===== config.mk =====
export PLATFORM = sky130hd
export DESIGN_NAME = fbpc_classify
export DESIGN_NICKNAME = d
export VERILOG_FILES = /design/src/rtl/fbpc_pkg.sv /design/src/rtl/fbpc_classify.sv
export SDC_FILE = /design/constraint.sdc
export NUM_CORES = 1
export LEC_CHECK = 0
export BUFFER_PORTS_ARGS = -buffer_cell sky130_fd_sc_hd__buf_2
export CAP_MARGIN = 10
export CORE_AREA = 2 2 39 41
export CTS_CLUSTER_DIAMETER = 100
export DETAILED_ROUTE_END_ITERATION = 7
export DIE_AREA = 0 0 41 43
export PLACE_DENSITY = 0.8
export SETUP_SLACK_MARGIN = 0.05
export SYNTH_ARGS = -nofsm -noshare
export SYNTH_HDL_FRONTEND = slang
export SYNTH_SLANG_ARGS = --single-unit

===== constraint.sdc =====
create_clock -name clk -period 1.2 [get_ports clk]
set_input_delay 0.24 -clock clk [delete_from_list [all_inputs] [get_ports clk]]
set_output_delay 0.24 -clock clk [all_outputs]
set_load 0.01 [all_outputs]

===== src/rtl/fbpc_pkg.sv =====
// shared types and constants of the frustum box and point cull unit
package fbpc_pkg;

    localparam int NUM_PLANES = 6;
    localparam int BOX_PLANES = 5;
    localparam int CORNERS    = 8;
    localparam int TERM_W     = 16;
    localparam int PLANE_W    = 64;
    localparam int CFG_IDX_W  = 3;
    localparam int D_SHIFT    = 14;

    typedef enum logic [CFG_IDX_W-1:0] {
        REG_PLANE_RIGHT  = 3'd0,
        REG_PLANE_LEFT   = 3'd1,
        REG_PLANE_BOTTOM = 3'd2,
        REG_PLANE_TOP    = 3'd3,
        REG_PLANE_FRONT  = 3'd4,
        REG_PLANE_BACK   = 3'd5
    } reg_idx_t;

    typedef enum logic [1:0] {
        VIS_INVISIBLE = 2'd0,
        VIS_PARTIAL   = 2'd1,
        VIS_COMPLETE  = 2'd2
    } vis_t;

    typedef enum logic {
        REQ_POINT = 1'b0,
        REQ_BOX   = 1'b1
    } req_t;

    // packed plane register, d in the top slot and a in the bottom
    typedef struct packed {
        logic signed [TERM_W-1:0] d;
        logic signed [TERM_W-1:0] c;
        logic signed [TERM_W-1:0] b;
        logic signed [TERM_W-1:0] a;
    } plane_t;

    typedef logic [CORNERS-1:0] front_t;

endpackage


===== src/rtl/fbpc_classify.sv =====
// final stage: combines per-plane front bits into a visibility code
module fbpc_classify
(
    input  logic                 clk,
    input  logic                 adv,
    input  fbpc_pkg::req_t       req_type,
    input  fbpc_pkg::front_t     front [fbpc_pkg::NUM_PLANES],
    output fbpc_pkg::vis_t       visibility
);

    fbpc_pkg::vis_t vis_reg, vis_next;
    logic           any_behind;
    logic           all_front;
    logic           point_in;

    always_comb
    begin
        any_behind = 1'b0;
        all_front  = 1'b1;
        point_in   = 1'b1;
        for (int p = 0; p < fbpc_pkg::BOX_PLANES; p++)
        begin
            any_behind = any_behind | ~(|front[p]);
            all_front  = all_front & (&front[p]);
        end
        for (int p = 0; p < fbpc_pkg::NUM_PLANES; p++)
        begin
            point_in = point_in & front[p][0];
        end

        unique case (req_type)
            fbpc_pkg::REQ_POINT:
            begin
                vis_next = point_in ? fbpc_pkg::VIS_COMPLETE : fbpc_pkg::VIS_INVISIBLE;
            end
            fbpc_pkg::REQ_BOX:
            begin
                if (any_behind)
                begin
                    vis_next = fbpc_pkg::VIS_INVISIBLE;
                end
                else if (all_front)
                begin
                    vis_next = fbpc_pkg::VIS_COMPLETE;
                end
                else
                begin
                    vis_next = fbpc_pkg::VIS_PARTIAL;
                end
            end
            default:
            begin
                vis_next = fbpc_pkg::VIS_INVISIBLE;
            end
        endcase
    end

    always_ff @(posedge clk)
    begin
        if (adv)
        begin
            vis_reg <= vis_next;
        end
    end

    assign visibility = vis_reg;

endmodule


==> impl_metrics.py, run 1 <==
metrics = {
    "status": {
        "outcome": "finished clean",
    },
    "job": {
        "maxCapViolCount": 0,
    },
    "worst_setup_path": {
        "crit_buf_inv": 1,
        "required_ps": 1150,
        "arrival_ps": 1040,
        "critPathLaunchType": "input port",
        "crit_chain": "buf_2 -> nor4_1 -> nand2_1 -> and4_4 -> nand3_2 -> o32ai_1",
        "slowest_delay_ps": 260,
        "path_delay_family": "simple AND/OR/NAND/NOR gates",
        "worstPathMaxFanout": 2,
        "worstSetupPathDepth": 6,
        "critPathKind": "in -> reg",
        "end_kind": "flop",
        "critical_path.slowest_cell": "nor4_1",
    },
    "cells_and_area": {
        "final-seq-area_um2": 60.1,
        "largest_register_ffs": 2,
        "n_fill_cell": 152,
        "final_util_pct": 42.6,
        "area_delta_synth_final_pct": 107,
        "finalNetCount": 142,
        "drive_above_1_share_pct": 65.2,
        "n_antenna_cell": 0,
        "multi_input_area_um2": 228,
    },
    "clock_tree": {
        "cts_tree": "done",
        "clkTransAtPathRegs_ps": 30,
        "cts_root_buf": "clkbuf_4",
        "post_cts_buffers": 0,
        "clk_path_buf_depth": 2,
        "ctsResizeCount": 0,
        "numClockSinks": 2,
        "cts_inserted_buffers": 3,
        "ctsHtreeMaxLevel": 1,
        "hold_buffers": 0,
    },
    "sta": {
        "fmax_mhz": 922,
        "grt_setup_unrepaired": "false",
        "slew-limit-headroom_pct": 79.8,
        "finalMaxSlewViolations": 0,
        "finalCritPeriodShare_pct": 90.4,
        "setup_viol": 0,
        "hold-worst-slack_ps": 246,
        "hold_viol": 0,
        "period_needed_ps": 1080,
        "setup_tns_ps": 0,
        "tightest_slew_ps": 301,
    },
    "global_routing": {
        "grt_overflow_total": 0,
        "grt_usage_pct": 14.4,
        "use_met2_pct": 25.6,
        "grtUsageMet3_pct": 3.14,
        "grt.busiest_layer": "met2",
        "grt_pass1_wl_um": 1800,
        "grt_max_degree": 3,
        "use_met1_pct": 15.9,
        "grt_pass1_vias": 498,
        "antenna_found_initial": 0,
    },
    "detailed_routing": {
        "ant_nets": 0,
        "via_count": 532,
        "post_drt_wl_per_cell_um": 10.7,
        "drt_iter0_markers": 9,
        "dr.pass1.iters": 4,
        "vias_per_cell": 5.07,
        "drc_errors": 0,
        "finalWirelength_um": 1130,
    },
    "yosys": {
        "synth_area_um2": 285,
        "yosys_warnings": 0,
        "synth_area_leaders": "nor4_1 22%, edfxtp_1 21%, nand4_1 18%",
        "yosysUniqueCellTypes": 14,
        "syn_nets": 88,
        "syn_inst": 37,
        "syn_avg_cell_area_um2": 7.71,
        "synth.largest_area_cell": "nor4_1",
        "ys_seq_area_share_pct": 21.1,
        "synth_top_area_share_pct": 21.9,
        "synth_seq_cells": 2,
    },
    "min_path": {
        "hp-class": "in -> reg",
        "hold_depth": 1,
    },
    "pwr": {
        "peakVddDrop_uv": 155,
        "p_int_w": 0.000263,
        "p_clk_share_pct": 40.3,
        "p_sw_share_pct": 24.7,
        "p_per_area_nw_per_um2": 592,
        "p_sw_w": 0.0000861,
        "combPwrFrac_pct": 35.8,
        "pwr-share-seq_pct": 23.9,
        "p_leak_nw": 0.268,
    },
    "placed_design": {
        "gp_congestion": 0.795,
        "numPortBuffers": 45,
        "hpwl_um": 1020,
    },
    "die": {
        "die_h_um": 43,
        "start_util_pct": 20.6,
        "die_w_um": 41,
        "ios": 53,
        "core_um2": 1380,
        "row_count": 14,
        "die_area_um2": 1760,
    },
}
logic make-up (layout without fill, tap and decap cells):
group	after synthesis	after routing	synth area share (%)
buffers and inverters	1	53	1.31
AO/OA/AOI/OAI	1	1	3.07
flip-flops	2	2	21.1
AND/OR/NAND/NOR	33	33	74.6
Yosys cell counts:
| library cell | n |
|---|---|
| nor4_1 | 10 |
| nor4_2 | 1 |
| and3_1 | 1 |
| nand3_2 | 2 |
| nor3_1 | 1 |
| o32ai_1 | 1 |
| inv_1 | 1 |
| edfxtp_1 | 2 |
| and4_4 | 1 |
| nor3_2 | 1 |
| nand4_1 | 8 |
| nor2b_1 | 1 |
| nand3_1 | 2 |
| nand2_1 | 5 |
cells in the final DEF (no fill, tap or decap), drive strengths merged, types with 2 or more instances in the layout:
master	n
nand4	8
nor3	2
edfxtp	2
nand2	5
nand3	4
clkbuf	3
nor4	11
buf	49
power groups by stage:
stage	combinational (W)	clock, W	sequential (W)
floorplan	0.0000183	0	0.0000873
global placement	0.000121	0	0.0000842
detailed placement	0.000123	0	0.0000843
CTS	0.000124	0.000143	0.0000836
global route	0.000140	0.000156	0.0000842
finish	0.000125	0.000140	0.0000835
stage by stage:
step,area [um^2],setup slack [ps],std cells,total power [W]
after floorplan,285,75.8,37,0.000106
after global placement,561,-92.3,102,0.000205
after detailed placement,561,-114,102,0.000207
after CTS,583,111,105,0.000351
after global routing,589,51.1,105,0.000381
final,589,116,105,0.000349
final cells by class:
cell class,instances,area share (%)
inverter,1,0.637
sequential,2,10.2
tap,16,3.40
clock buffer,3,3.82
multi-input combinational,34,38.6
timing repair buffer,49,43.3
path summary, 6_finish.rpt:
path / startpoint / end / slack, ps
setup / recovery: front[45] / visibility[1] / 120
hold / removal: adv / visibility[1] / 250
layer usage:
metal	up-vias	routed length [um]
met5	-	0
met2	27	605
met1	235	408
li1	268	-
met4	0	3
met3	2	111
Power figures use the tool's default switching activity.
==> run 2, diff against run 1 <==
--- a/config.mk
+++ b/config.mk
@@ -16,3 +16,4 @@
 export SYNTH_ARGS = -nofsm -noshare
 export SYNTH_HDL_FRONTEND = slang
 export SYNTH_SLANG_ARGS = --single-unit
+export TNS_END_PERCENT = 10
==> constraint.sdc (replaced) <==
create_clock -name clk -period 1.2 [get_ports clk]
set_input_delay 0.24 -clock clk [delete_from_list [all_inputs] [get_ports clk]]
set_output_delay 0.24 -clock clk [all_outputs]
set_load 0.1 [all_outputs]
==> run 2 against run 1 <==
  * Critical path depth stayed put
  * Non-clock buffer count stayed put
  * Utilization is 2.6 points higher
  * Die area stayed put
  * Sequential power is 3.7% higher
  * Via count is 0.19% higher
  * Sequential cell count stayed put
  * Combinational power is 38% higher
  * Critical endpoint unchanged
  * Largest power group is now combinational cells
  * Highest routed layer is now met3
==> impl_metrics.py, run 2 (synthesis gave the netlist of run 1 again) <==
metrics = {
    "min_path": {
        "hp-class": "in -> reg",
    },
    "detailed_routing": {
        "drt_iter0_markers": 1,
        "drc_errors": 0,
        "dr.pass1.iters": 4,
        "ant_nets": 0,
        "post_drt_wl_per_cell_um": 11.1,
        "vias_per_cell": 5.08,
        "via_count": 533,
        "finalWirelength_um": 1160,
    },
    "global_routing": {
        "grt_usage_pct": 15.5,
        "antenna_found_initial": 0,
        "grt_max_degree": 3,
        "grt_pass1_wl_um": 1890,
        "grt_pass1_vias": 504,
        "grt_overflow_total": 0,
    },
    "sta": {
        "setup_tns_ps": 0,
        "slew-limit-headroom_pct": 82.6,
        "setup_viol": 0,
        "fmax_mhz": 940,
        "finalCritPeriodShare_pct": 88.7,
        "finalMaxSlewViolations": 0,
        "tightest_slew_ps": 259,
        "hold_viol": 0,
        "grt_setup_unrepaired": "false",
        "period_needed_ps": 1060,
    },
    "die": {
        "core_um2": 1380,
        "start_util_pct": 20.6,
        "die_area_um2": 1760,
        "row_count": 14,
        "ios": 53,
        "die_w_um": 41,
        "die_h_um": 43,
    },
    "cells_and_area": {
        "multi_input_area_um2": 234,
        "n_fill_cell": 149,
        "final_cells": 105,
        "area_delta_synth_final_pct": 119,
        "final-seq-area_um2": 60.1,
        "drive_above_1_share_pct": 66.3,
        "layout_commonest_cell": "buf_2",
        "mostFrequentLayoutCells": "43 x buf_2, 8 x nand4_1, 8 x nor4_1, 5 x nand2_1, 4 x buf_4",
        "finalNetCount": 142,
        "n_antenna_cell": 0,
        "final_area_um2": 626,
        "largest_register_ffs": 2,
    },
    "clock_tree": {
        "clkTransAtPathRegs_ps": 30,
        "hold_buffers": 0,
        "ctsResizeCount": 0,
        "ctsHtreeMaxLevel": 1,
        "clk_path_buf_depth": 2,
        "cts_inserted_buffers": 3,
        "cts_root_buf": "clkbuf_4",
        "cts_tree": "done",
        "post_cts_buffers": 0,
        "numClockSinks": 2,
    },
    "job": {
        "maxCapViolCount": 0,
    },
    "status": {
        "outcome": "finished clean",
    },
    "pwr": {
        "p_sw_w": 0.000131,
        "p_int_w": 0.000278,
        "p_sw_share_pct": 32.0,
        "p_leak_nw": 0.280,
        "p_per_area_nw_per_um2": 655,
        "p_clk_share_pct": 36.7,
        "combPwrFrac_pct": 42.2,
        "pwr-share-seq_pct": 21.1,
        "peakVddDrop_uv": 220,
    },
    "worst_setup_path": {
        "critPathKind": "in -> reg",
        "arrival_ps": 1030,
        "required_ps": 1160,
        "end_kind": "flop",
        "critPathLaunchType": "input port",
        "worstPathMaxFanout": 2,
    },
    "placed_design": {
        "postPlaceCellArea_um2": 591,
        "gp_congestion": 0.798,
        "placed_cells": 102,
        "hpwl_um": 1050,
        "numPortBuffers": 45,
    },
}
run 2: cell counts in the layout (fill, tap and decap cells not counted):
No cell type changed its count.
run 2: layer usage:
| metal | routed length (um) | track usage [%] |
|---|---|---|
| met1 | 421 | 15.4 |
| met2 | 617 | 27.5 |
| met3 | 125 | 5.24 |
| met4 | 0 | 6.00 |
| met5 | 0 | 0 |
run 2: final timing paths:
check	from	to	depth (start not counted)
max	front[45]	visibility[1]	6
min	adv	visibility[0]	1
run 2: power by group through the flow:
stage / clock (W) / sequential [W] / combinational (W)
2_1_floorplan: 0 / 0.000119 / 0.0000183
3_3_place_gp: 0 / 0.0000873 / 0.000167
3_5_place_dp: 0 / 0.0000875 / 0.000170
4_1_cts: 0.000156 / 0.0000867 / 0.000170
5_1_grt: 0.000162 / 0.0000867 / 0.000188
6_report: 0.000150 / 0.0000866 / 0.000173
run 2: worst max-delay path, cell delays in order:
cell and delay (ps):
buf_2 100, nor4_1 270, nand2_1 80, and4_4 190
nand3_2 70, o32ai_1 70
run 2: area by class of cell:
| type | count | share of cell area [%] |
|---|---|---|
| inverter | 1 | 0.600 |
| sequential | 2 | 9.60 |
| timing repair buffer | 49 | 45.6 |
| tap | 16 | 3.20 |
| clock buffer | 3 | 3.60 |
| multi-input combinational | 34 | 37.4 |
run 2: stage by stage:
step | total power (W) | utilization (%) | setup WS (ps) | hold WS (ps)
3_3_place_gp | 0.000254 | 42.7 | -90.0 | 458
2_1_floorplan | 0.000138 | - | 56.0 | 352
6_report | 0.000410 | 45.2 | 136 | 238
3_5_place_dp | 0.000257 | 42.7 | -108 | 471
5_1_grt | 0.000436 | 45.2 | 64.9 | 232
4_1_cts | 0.000413 | 44.3 | 127 | 233
