===== config.mk =====
export PLATFORM = sky130hd
export DESIGN_NAME = fbpc_plane_regs
export DESIGN_NICKNAME = d
export VERILOG_FILES = /design/src/rtl/fbpc_pkg.sv /design/src/rtl/fbpc_plane_regs.sv
export SDC_FILE = /design/constraint.sdc
export NUM_CORES = 1
export LEC_CHECK = 0
export BUFFER_PORTS_ARGS = -buffer_cell sky130_fd_sc_hd__buf_4
export CELL_PAD_IN_SITES_DETAIL_PLACEMENT = 1
export CELL_PAD_IN_SITES_GLOBAL_PLACEMENT = 1
export CORE_MARGIN = 2
export CORE_UTILIZATION = 43
export DETAILED_ROUTE_END_ITERATION = 10
export HOLD_SLACK_MARGIN = 0.12
export PLACE_DENSITY = 0.8
export SLEW_MARGIN = 25
export SYNTH_ARGS = -nofsm -noshare
export SYNTH_HDL_FRONTEND = slang
export SYNTH_SLANG_ARGS = --single-unit

===== constraint.sdc =====
create_clock -name clk -period 0.85 [get_ports clk]
set_input_delay 0.085 -clock clk [delete_from_list [all_inputs] [get_ports clk]]
set_output_delay 0.085 -clock clk [all_outputs]
set_load 0.1 [all_outputs]

===== src/rtl/fbpc_pkg.sv =====
// shared types and constants of the frustum box and point cull unit
package fbpc_pkg;

    localparam int NUM_PLANES = 6;
    localparam int BOX_PLANES = 5;
    localparam int CORNERS    = 8;
    localparam int TERM_W     = 16;
    localparam int PLANE_W    = 64;
    localparam int CFG_IDX_W  = 3;
    localparam int D_SHIFT    = 14;

    typedef enum logic [CFG_IDX_W-1:0] {
        REG_PLANE_RIGHT  = 3'd0,
        REG_PLANE_LEFT   = 3'd1,
        REG_PLANE_BOTTOM = 3'd2,
        REG_PLANE_TOP    = 3'd3,
        REG_PLANE_FRONT  = 3'd4,
        REG_PLANE_BACK   = 3'd5
    } reg_idx_t;

    typedef enum logic [1:0] {
        VIS_INVISIBLE = 2'd0,
        VIS_PARTIAL   = 2'd1,
        VIS_COMPLETE  = 2'd2
    } vis_t;

    typedef enum logic {
        REQ_POINT = 1'b0,
        REQ_BOX   = 1'b1
    } req_t;

    // packed plane register, d in the top slot and a in the bottom
    typedef struct packed {
        logic signed [TERM_W-1:0] d;
        logic signed [TERM_W-1:0] c;
        logic signed [TERM_W-1:0] b;
        logic signed [TERM_W-1:0] a;
    } plane_t;

    typedef logic [CORNERS-1:0] front_t;

endpackage


===== src/rtl/fbpc_plane_regs.sv =====
// plane configuration registers with write port
module fbpc_plane_regs
(
    input  logic                            clk,
    input  logic                            rst_n,
    input  logic                            cfg_valid,
    input  logic [fbpc_pkg::CFG_IDX_W-1:0]  cfg_index,
    input  logic [fbpc_pkg::PLANE_W-1:0]    cfg_data,
    output fbpc_pkg::plane_t                planes [fbpc_pkg::NUM_PLANES]
);

    fbpc_pkg::plane_t plane_reg [fbpc_pkg::NUM_PLANES];

    always_ff @(posedge clk or negedge rst_n)
    begin
        if (!rst_n)
        begin
            for (int i = 0; i < fbpc_pkg::NUM_PLANES; i++)
            begin
                plane_reg[i] <= '0;
            end
        end
        else if (cfg_valid)
        begin
            // indexes past the back plane are dropped
            for (int i = 0; i < fbpc_pkg::NUM_PLANES; i++)
            begin
                if (cfg_index == fbpc_pkg::CFG_IDX_W'(i))
                begin
                    plane_reg[i] <= fbpc_pkg::plane_t'(cfg_data);
                end
            end
        end
    end

    assign planes = plane_reg;

endmodule


==> results_dict.tcl, run 1 <==
set metrics [dict create \
    ctsLongestPathBuffers 3 \
    status "stopped before the end" \
    synth_top_family_by_area "multiplexers" \
    synth_area_sq_mm 0.01534 \
    synth_xor_area_frac 0 \
    cts.repair_timing.setup_buffer_count 110 \
    synth_fa_ha_area_frac 0 \
    last-stage-reached "clock tree synthesis (4_1_cts)" \
    synthTopCellsByCount "sky130_fd_sc_hd__dfrtp_1 (384), sky130_fd_sc_hd__mux2_2 (194), sky130_fd_sc_hd__mux2_4 (190), sky130_fd_sc_hd__buf_12 (24), sky130_fd_sc_hd__buf_4 (12)" \
    synth_top_cell_by_area "sky130_fd_sc_hd__dfrtp_1" \
    rows 69 \
    toolErrorMsg "[ERROR DPL-0033] detailed placement checks failed during check placement." \
    place_congestion 0.7710 \
    synthDominantCellAreaShare 0.6263 \
    syn_area_per_cell_sq_um 18.80 \
    dpl_cell_area_sq_mm 0.02120 \
    cts_inserted_buffers 40 \
    synth_simple_gate_area_share 0.004567 \
    synth_most_common_cell "sky130_fd_sc_hd__dfrtp_1" \
    root_buffer "sky130_fd_sc_hd__clkbuf_16" \
    syn_nets 886 \
    distinct_cell_type_count_after_synthesis 10 \
    synthesized_netlist_cell_count 816 \
    number_of_flops_mapped_to_enable_cells_by_yosys 0 \
    numPortBuffers 453 \
    synth_mux_area_frac 0.3283 \
    chipWidth_microns 192.9 \
    ys_warn_count 0 \
    post_cts_hold_buffer_count 66 \
    postSynthRegisterBits 384 \
    synth_compound_gate_area_share 0 \
    die-height_microns 192.9 \
    asyncSetResetFlopFracSynth 1.000 \
    ios 454 \
    cts_resized 1181 \
    hpwl_mm 34.49 \
    clkSinkCount 384 \
    netlist_top_cells_area "sky130_fd_sc_hd__dfrtp_1 (63%), sky130_fd_sc_hd__mux2_4 (19%), sky130_fd_sc_hd__mux2_2 (14%), sky130_fd_sc_hd__buf_12 (3.1%), sky130_fd_sc_hd__buf_4 (0.59%)" \
    htree_num_levels 2 \
    dominantRegCellSynth "sky130_fd_sc_hd__dfrtp_1" \
    initial_core_util 0.4345 \
    synth.yosys.seq_area_share 0.6263 \
]
==> cell families after synthesis <==
logic type    after synthesis
mux                       384
flops                     384
buf+inv                    42
simple gates                6
==> stage by stage <==
step	utilization	instances	setup slack [ns]
floorplan	-	816	-0.2809
global placement	0.6004	1758	-0.5615
detailed placement	0.6004	1758	-0.6303
==> inputs of run 2 (changes only) <==
Settings changed: CELL_PAD_IN_SITES_DETAIL_PLACEMENT 1 to not set, CELL_PAD_IN_SITES_GLOBAL_PLACEMENT 1 to not set, CORE_UTILIZATION 43 to 40, HOLD_SLACK_MARGIN 0.12 to not set, PLACE_DENSITY 0.8 to not set, PLACE_DENSITY_LB_ADDON set to 0.15.
==> run 2 against run 1 <==
The flow now finishes, with violations (negative setup slack). Synthesized cell count did not move. Area after synthesis is the same.
==> results_dict.tcl, run 2 <==
set metrics [dict create \
    final_layout_size_suffix_gt1_frac 0.9522 \
    post_drt_wl_per_cell_microns 26.51 \
    syn_nets 886 \
    switching_share 0.4561 \
    layout.core_utilization 0.7832 \
    setup_repair_after_global_routing_missed_its_margin "yes" \
    global_route_wire_length_before_repair_mm 74.66 \
    worst_path_dominant_cell_family "flip-flops" \
    largest_register_ffs 384 \
    insertion_delay_ns 0.55 \
    synth_area_sq_mm 0.01534 \
    final_cell_mix "sky130_fd_sc_hd__buf_12 (412), sky130_fd_sc_hd__mux2_4 (372), sky130_fd_sc_hd__dfrtp_2 (241)" \
    dp_worst_setup_slack_ns -0.6637 \
    hpwl_mm 30.15 \
    layout_setup_ws_ns -0.4917 \
    clkSinkCount 384 \
    diodes 0 \
    power_frac_comb 0.553 \
    worst-r2r-cell-count 3 \
    syn2layout_area_growth_pct 92.73 \
    distinct_cell_type_count_after_synthesis 10 \
    drt_iter0_markers 411 \
    synth_top_cell_by_area "sky130_fd_sc_hd__dfrtp_1" \
    synth.yosys.seq_area_share 0.6263 \
    netlist_top_cells_area "sky130_fd_sc_hd__dfrtp_1 (63%), sky130_fd_sc_hd__mux2_4 (19%), sky130_fd_sc_hd__mux2_2 (14%), sky130_fd_sc_hd__buf_12 (3.1%), sky130_fd_sc_hd__buf_4 (0.59%)" \
    cap_violations 0 \
    grt_pass1_vias 11320 \
    dpl_cell_area_sq_mm 0.02113 \
    holdPathEnd "planes[338]" \
    ys_warn_count 0 \
    static-leakage-power_nw 13.28 \
    final.setup_skew_ns 0 \
    coreArea_sq_mm 0.03776 \
    final_period_minus_worst_setup_slack_ns 1.342 \
    die_area_sq_mm 0.03994 \
    drt_pass1_iterations 4 \
    ctsLongestPathBuffers 3 \
    number_of_flops_mapped_to_enable_cells_by_yosys 0 \
    drc 0 \
    asyncSetResetFlopFracSynth 1.000 \
    root_buffer "sky130_fd_sc_hd__clkbuf_16" \
    wl_mm 55.13 \
    status "finished, violations left" \
    grt_antenna_before_repair 0 \
    hold_violations 0 \
    synth_most_common_cell "sky130_fd_sc_hd__dfrtp_1" \
    rows 71 \
    path_max_fanout 2 \
    timing.hold.worst.class "in -> reg" \
    cpMaxStageDelayCell "sky130_fd_sc_hd__dfrtp_4" \
    crit-reg2reg-capture "planes[24]" \
    vias_per_cell 4.961 \
    synthDominantCellAreaShare 0.6263 \
    worst-setup-path-type "reg -> out" \
    power.internal_mw 59.13 \
    final_nets 1606 \
    numPortBuffers 453 \
    synthesized_netlist_cell_count 816 \
    timing_max_transition_violations_final 0 \
    worst_path_buf_inv 1 \
    globalRoute.totalOverflow 0 \
    worstPathCellList "buf_12" \
    hold_path_depth 4 \
    setup.worst_path.start_class "flop" \
    power.share.clock 0.179 \
    postRouteAntennaNets 0 \
    final_min_period_over_clock_period 1.578 \
    setup_viol 629 \
    chipWidth_microns 199.8 \
    cts_inserted_buffers 42 \
    max-vdd-ir-drop_mv 2.132 \
    violations "negative setup slack" \
    timing.max_slew.rel_slack 0.7335 \
    critical_path_arrival_ns 1.26 \
    clock.fmax_mhz 745.3 \
    power_density_mw_per_mm2 3677 \
    worstHoldStart "cfg_index[0]" \
    max_slew.worst_pin.slew_ns 0.3998 \
    worst_r2r_startpoint "planes[24]" \
    critical_path_required_ns 0.76 \
    routed-via-count 10320 \
    ios 454 \
    grt_usage 0.2510 \
    dominantRegCellSynth "sky130_fd_sc_hd__dfrtp_1" \
    tritoncts_clock_tree "yes" \
    p_switching_mw 49.58 \
    fin_tns_setup_ns -177.29 \
    cts.reportedPaths.clkPinSlew_ns 0.07 \
    initial_core_util 0.4064 \
    nFillCells 1759 \
    syn_area_per_cell_sq_um 18.80 \
    grt_start_max_net_pins 71 \
    leading_cell_type_in_the_layout_fill_and_taps_excluded "sky130_fd_sc_hd__buf_12" \
    synthTopCellsByCount "sky130_fd_sc_hd__dfrtp_1 (384), sky130_fd_sc_hd__mux2_2 (194), sky130_fd_sc_hd__mux2_4 (190), sky130_fd_sc_hd__buf_12 (24), sky130_fd_sc_hd__buf_4 (12)" \
    rrSetupSlack_ns -0.26 \
    stdcell_area_sq_mm 0.02957 \
    crit_path_end_kind "output pin" \
    place_congestion 0.7640 \
    seq_power_share 0.269 \
    overall_power_consumption_mw 108.7 \
    die-height_microns 199.8 \
    htree_num_levels 2 \
    postSynthRegisterBits 384 \
    cp_slowest_stage_delay_ns 0.52 \
]
## run 2: cell counts after synthesis
Identical to the previous run, type by type.
## run 2: repair_timing
action | in CTS | in global routing
buffers inserted | 79 | 75
gates resized for setup | 1081 | 207
hold buffers | 65 | 0
pin swaps | 1 | 1
gates cloned | 1 | 1
hold endpoints to repair | 768 | 0
endpoints found under the setup margin | 445 | 626
## run 2: area by class of cell
class | instances | area (sq um) | share of cell area
clock buffer | 61 | 1266 | 0.04282
tap | 511 | 639.4 | 0.02162
sequential | 384 | 10450 | 0.3533
clock inverter | 16 | 182.7 | 0.006178
multi-input combinational | 390 | 5811 | 0.1965
timing repair buffer | 718 | 11220 | 0.3795
## run 2: through the flow
stage          std cells  hold WS (ns)
3_3_place_gp        1803       0.02334
6_report            2080       0.04983
2_1_floorplan        816       -0.2106
4_1_cts             2025       0.05224
3_5_place_dp        1803       0.02527
5_1_grt             2080       0.03635
## run 2: worst max-delay path by stage
stage	from	endpoint	slack, ns	cells after the start
after global routing	planes[13]	planes[13]	-0.52	1
after floorplan	cfg_index[0]	planes[320]	-0.28	4
final	planes[24]	planes[24]	-0.49	1
after CTS	planes[141]	planes[141]	-0.50	1
after detailed placement	cfg_index[0]	planes[372]	-0.66	5
after global placement	cfg_index[0]	planes[372]	-0.64	5
## run 2: kinds of logic (layout without fill, tap and decap cells)
group,Yosys count,count (layout),share of synthesized area
buffers and inverters,42,795,0.04078
DFF,384,384,0.6263
muxes,384,384,0.3283
and+or+nand+nor,6,6,0.004567
## run 2: per-layer routing
layer / vias up / wire length, microns / track usage
li1: 4301 / - / -
met1: 5428 / 21920 / 0.3250
met2: 460 / 26420 / 0.3885
met3: 129 / 4449 / 0.08098
met4: 0 / 2344 / 0.1081
met5: - / 0 / 0
## run 2: power groups by stage
stage	logic (mW)	registers, mW	clock network, mW
after floorplan	6.15	56.3	0
after global placement	45.5	26.7	0
after detailed placement	45.8	26.6	0
after CTS	56.9	28.5	19.4
after global routing	61.2	29.6	20.5
final	60.1	29.2	19.4
Note: power is estimated with default switching activity, not from simulation.
==> inputs of run 3 (changes only) <==
Settings changed: ABC_AREA set to 1.
==> run 3 against run 2 <==
The run still ends with negative setup slack left. Synthesized cell count increased by 100%. Critical path depth stayed put. Combinational power is 21% lower. Clock power shrank 5%. Clock-buffer cell count rose by 2. Area after synthesis is 3.4% lower. Non-clock buffer count fell by 102. Worst hold slack improved by 0.056 ns. Critical endpoint is now planes[6]. Largest cell class is now flip-flops and latches. Largest power group unchanged.
==> results_dict.tcl, run 3 <==
set metrics [dict create \
    ctsLongestPathBuffers 3 \
    power.internal_mw 50.48 \
    fin_tns_setup_ns -171.09 \
    dp.cells 2558 \
    setup_repair_after_global_routing_missed_its_margin "yes" \
    switching_share 0.4631 \
    hpwl_mm 37.36 \
    timing_max_transition_violations_final 0 \
    place_congestion 0.8228 \
    synth_area_sq_mm 0.01482 \
    globalRoute.totalOverflow 0 \
    global_route_wire_length_before_repair_mm 94.91 \
    clock.fmax_mhz 757.7 \
    worst_path_dominant_cell_family "flip-flops" \
    worst_path_buf_inv 1 \
    power_density_mw_per_mm2 3358 \
    hold_path_depth 5 \
    static-leakage-power_nw 13.01 \
    coreArea_sq_mm 0.03652 \
    post_drt_wl_per_cell_microns 22.70 \
    die_area_sq_mm 0.03860 \
    die-height_microns 196.5 \
    htree_num_levels 2 \
    netlist_top_cells_area "sky130_fd_sc_hd__dfrtp_1 (65%), sky130_fd_sc_hd__nand2_1 (23%), sky130_fd_sc_hd__nand3_1 (8.6%), sky130_fd_sc_hd__buf_2 (2.0%), sky130_fd_sc_hd__clkbuf_1 (1.1%)" \
    synthTopCellsByCount "sky130_fd_sc_hd__nand2_1 (906), sky130_fd_sc_hd__dfrtp_1 (384), sky130_fd_sc_hd__nand3_1 (256), sky130_fd_sc_hd__buf_2 (60), sky130_fd_sc_hd__clkbuf_1 (42)" \
    rrSetupSlack_ns 0 \
    clkSinkCount 384 \
    routed-via-count 14420 \
    nFillCells 2082 \
    asyncSetResetFlopFracSynth 1.000 \
    grt_start_max_net_pins 61 \
    seq_power_share 0.301 \
    largest_register_ffs 384 \
    dominantRegCellSynth "sky130_fd_sc_hd__dfrtp_1" \
    fin_worst_hold_slack_ns 0.1062 \
    drt_pass1_iterations 6 \
    worstPathCellList "buf_12" \
    max-vdd-ir-drop_mv 2.167 \
    worst_r2r_startpoint "planes[309]" \
    grt_antenna_before_repair 3 \
    numPortBuffers 453 \
    synth_most_common_cell "sky130_fd_sc_hd__nand2_1" \
    synth_top_cell_by_area "sky130_fd_sc_hd__dfrtp_1" \
    final_nets 2288 \
    final_layout_size_suffix_gt1_frac 0.4584 \
    max_slew.worst_pin.slew_ns 0.4647 \
    ios 454 \
    power_frac_comb 0.502 \
    syn_area_per_cell_sq_um 8.916 \
    timing.hold.worst.class "in -> reg" \
    postRouteAntennaNets 0 \
    status "finished, violations left" \
    cap_violations 0 \
    cpMaxStageDelayCell "sky130_fd_sc_hd__dfrtp_4" \
    worst-r2r-cell-count 3 \
    grt_pass1_vias 15510 \
    final.setup_skew_ns 0 \
    insertion_delay_ns 0.55 \
    p_switching_mw 43.54 \
    root_buffer "sky130_fd_sc_hd__clkbuf_16" \
    overall_power_consumption_mw 94.02 \
    holdPathEnd "planes[292]" \
    drc 0 \
    cp_slowest_stage_delay_ns 0.51 \
    cts.reportedPaths.clkPinSlew_ns 0.06 \
    path_max_fanout 2 \
    distinct_cell_type_count_after_synthesis 12 \
    final_period_minus_worst_setup_slack_ns 1.320 \
    layout.core_utilization 0.7666 \
    setup_viol 384 \
    leading_cell_type_in_the_layout_fill_and_taps_excluded "sky130_fd_sc_hd__nand2_1" \
    worstHoldStart "cfg_index[1]" \
    synthesized_netlist_cell_count 1662 \
    violations "negative setup slack" \
    final_min_period_over_clock_period 1.553 \
    critical_path_cell_count 1 \
    vias_per_cell 5.302 \
    tritoncts_clock_tree "yes" \
    final_cell_mix "sky130_fd_sc_hd__nand2_1 (886), sky130_fd_sc_hd__buf_12 (422), sky130_fd_sc_hd__dfrtp_4 (383)" \
    worst-setup-path-type "reg -> out" \
    setup.worst_path.start_class "flop" \
    postSynthRegisterBits 384 \
    crit-reg2reg-capture "planes[309]" \
    chipWidth_microns 196.5 \
    critical_path_required_ns 0.76 \
    ys_warn_count 0 \
    syn_nets 1732 \
    synthDominantCellAreaShare 0.6485 \
    hold_violations 0 \
    wl_mm 61.73 \
    critical_path_arrival_ns 1.23 \
    drt_iter0_markers 1106 \
    layout_setup_ws_ns -0.4698 \
    rows 70 \
    syn2layout_area_growth_pct 88.96 \
    timing.max_slew.rel_slack 0.6902 \
    crit_path_end_kind "output pin" \
    synth.yosys.seq_area_share 0.6485 \
    initial_core_util 0.4057 \
    number_of_flops_mapped_to_enable_cells_by_yosys 0 \
    cts_inserted_buffers 42 \
    final_cells 2720 \
    grt_usage 0.3233 \
    power.share.clock 0.197 \
]
## run 3: cell types whose count changed in the layout (fill, tap and decap cells not counted), moves of 4 or more
cell                      previous run  this run
sky130_fd_sc_hd__buf_6             123        13
sky130_fd_sc_hd__nor2_4              0         6
sky130_fd_sc_hd__nand2_2             0        17
sky130_fd_sc_hd__dfrtp_2           241         1
sky130_fd_sc_hd__dfrtp_4           143       383
sky130_fd_sc_hd__inv_2               0         4
sky130_fd_sc_hd__buf_12            412       422
sky130_fd_sc_hd__nand3_1             0       256
sky130_fd_sc_hd__nand2_1             0       886
sky130_fd_sc_hd__mux2_4            372         0
sky130_fd_sc_hd__mux2_2             12         0
## run 3: power groups by stage
stage / sequential (mW) / combinational, mW / clock (mW)
floorplan: 51.8 / 2.88 / 0
global placement: 26.3 / 37.0 / 0
detailed placement: 26.4 / 37.3 / 0
CTS: 28.1 / 46.6 / 18.6
global route: 28.7 / 48.4 / 19.5
finish: 28.3 / 47.2 / 18.5
## run 3: repair_timing
item / 4_1_cts / 5_1_grt
setup endpoints to repair: 384 / 390
pin swaps: 0 / 4
hold endpoints to repair: 768 / 0
hold buffers: 65 / 0
buffers inserted: 10 / 11
resized for setup: 1152 / 30
## run 3: area by class of cell
type,count,area [sq um],area share
clock buffer,63,1284,0.04585
sequential,384,11050,0.3946
antenna,3,7.507,0.0002681
inverter,6,22.52,0.0008044
tap,468,585.6,0.02091
multi-input combinational,1168,4815,0.1720
clock inverter,12,113.9,0.004066
timing repair buffer,616,10120,0.3616
## run 3: how the worst max path moves through the flow
stage / start / end / slack (ns)
2_1_floorplan: planes[0] / planes[0] / -0.04
3_3_place_gp: cfg_index[2] / planes[246] / -0.29
3_5_place_dp: cfg_index[2] / planes[254] / -0.32
4_1_cts: planes[280] / planes[280] / -0.48
5_1_grt: planes[222] / planes[222] / -0.50
6_report: planes[6] / planes[6] / -0.47
## run 3: per-stage QoR
stage          worst slack (ns)  instance area (sq um)
2_1_floorplan          -0.03874                  16310
3_3_place_gp            -0.2869                  20900
3_5_place_dp            -0.3202                  20900
4_1_cts                 -0.4848                  27830
5_1_grt                 -0.5020                  28000
6_report                -0.4698                  28000
## run 3: tightest hold or removal path: cells and delay by family
family                 cells  cell delay [ns]
buffers and inverters      2             0.30
and+or+nand+nor            3             0.22
## run 3: layer usage
metal	wire length [microns]	vias to the layer above	GRT usage
met2	30680	707	0.5352
li1	-	6315	-
met4	3845	0	0.1883
met5	0	-	0
met1	22550	7191	0.3855
met3	4660	208	0.07940
## run 3: logic make-up (layout without fill, tap and decap cells)
kind of cell / Yosys count / in the layout / synth area share
buffers and inverters: 110 / 697 / 0.03318
other: 0 / 3 / 0
AND/OR/NAND/NOR: 1168 / 1168 / 0.3183
flip-flops: 384 / 384 / 0.6485
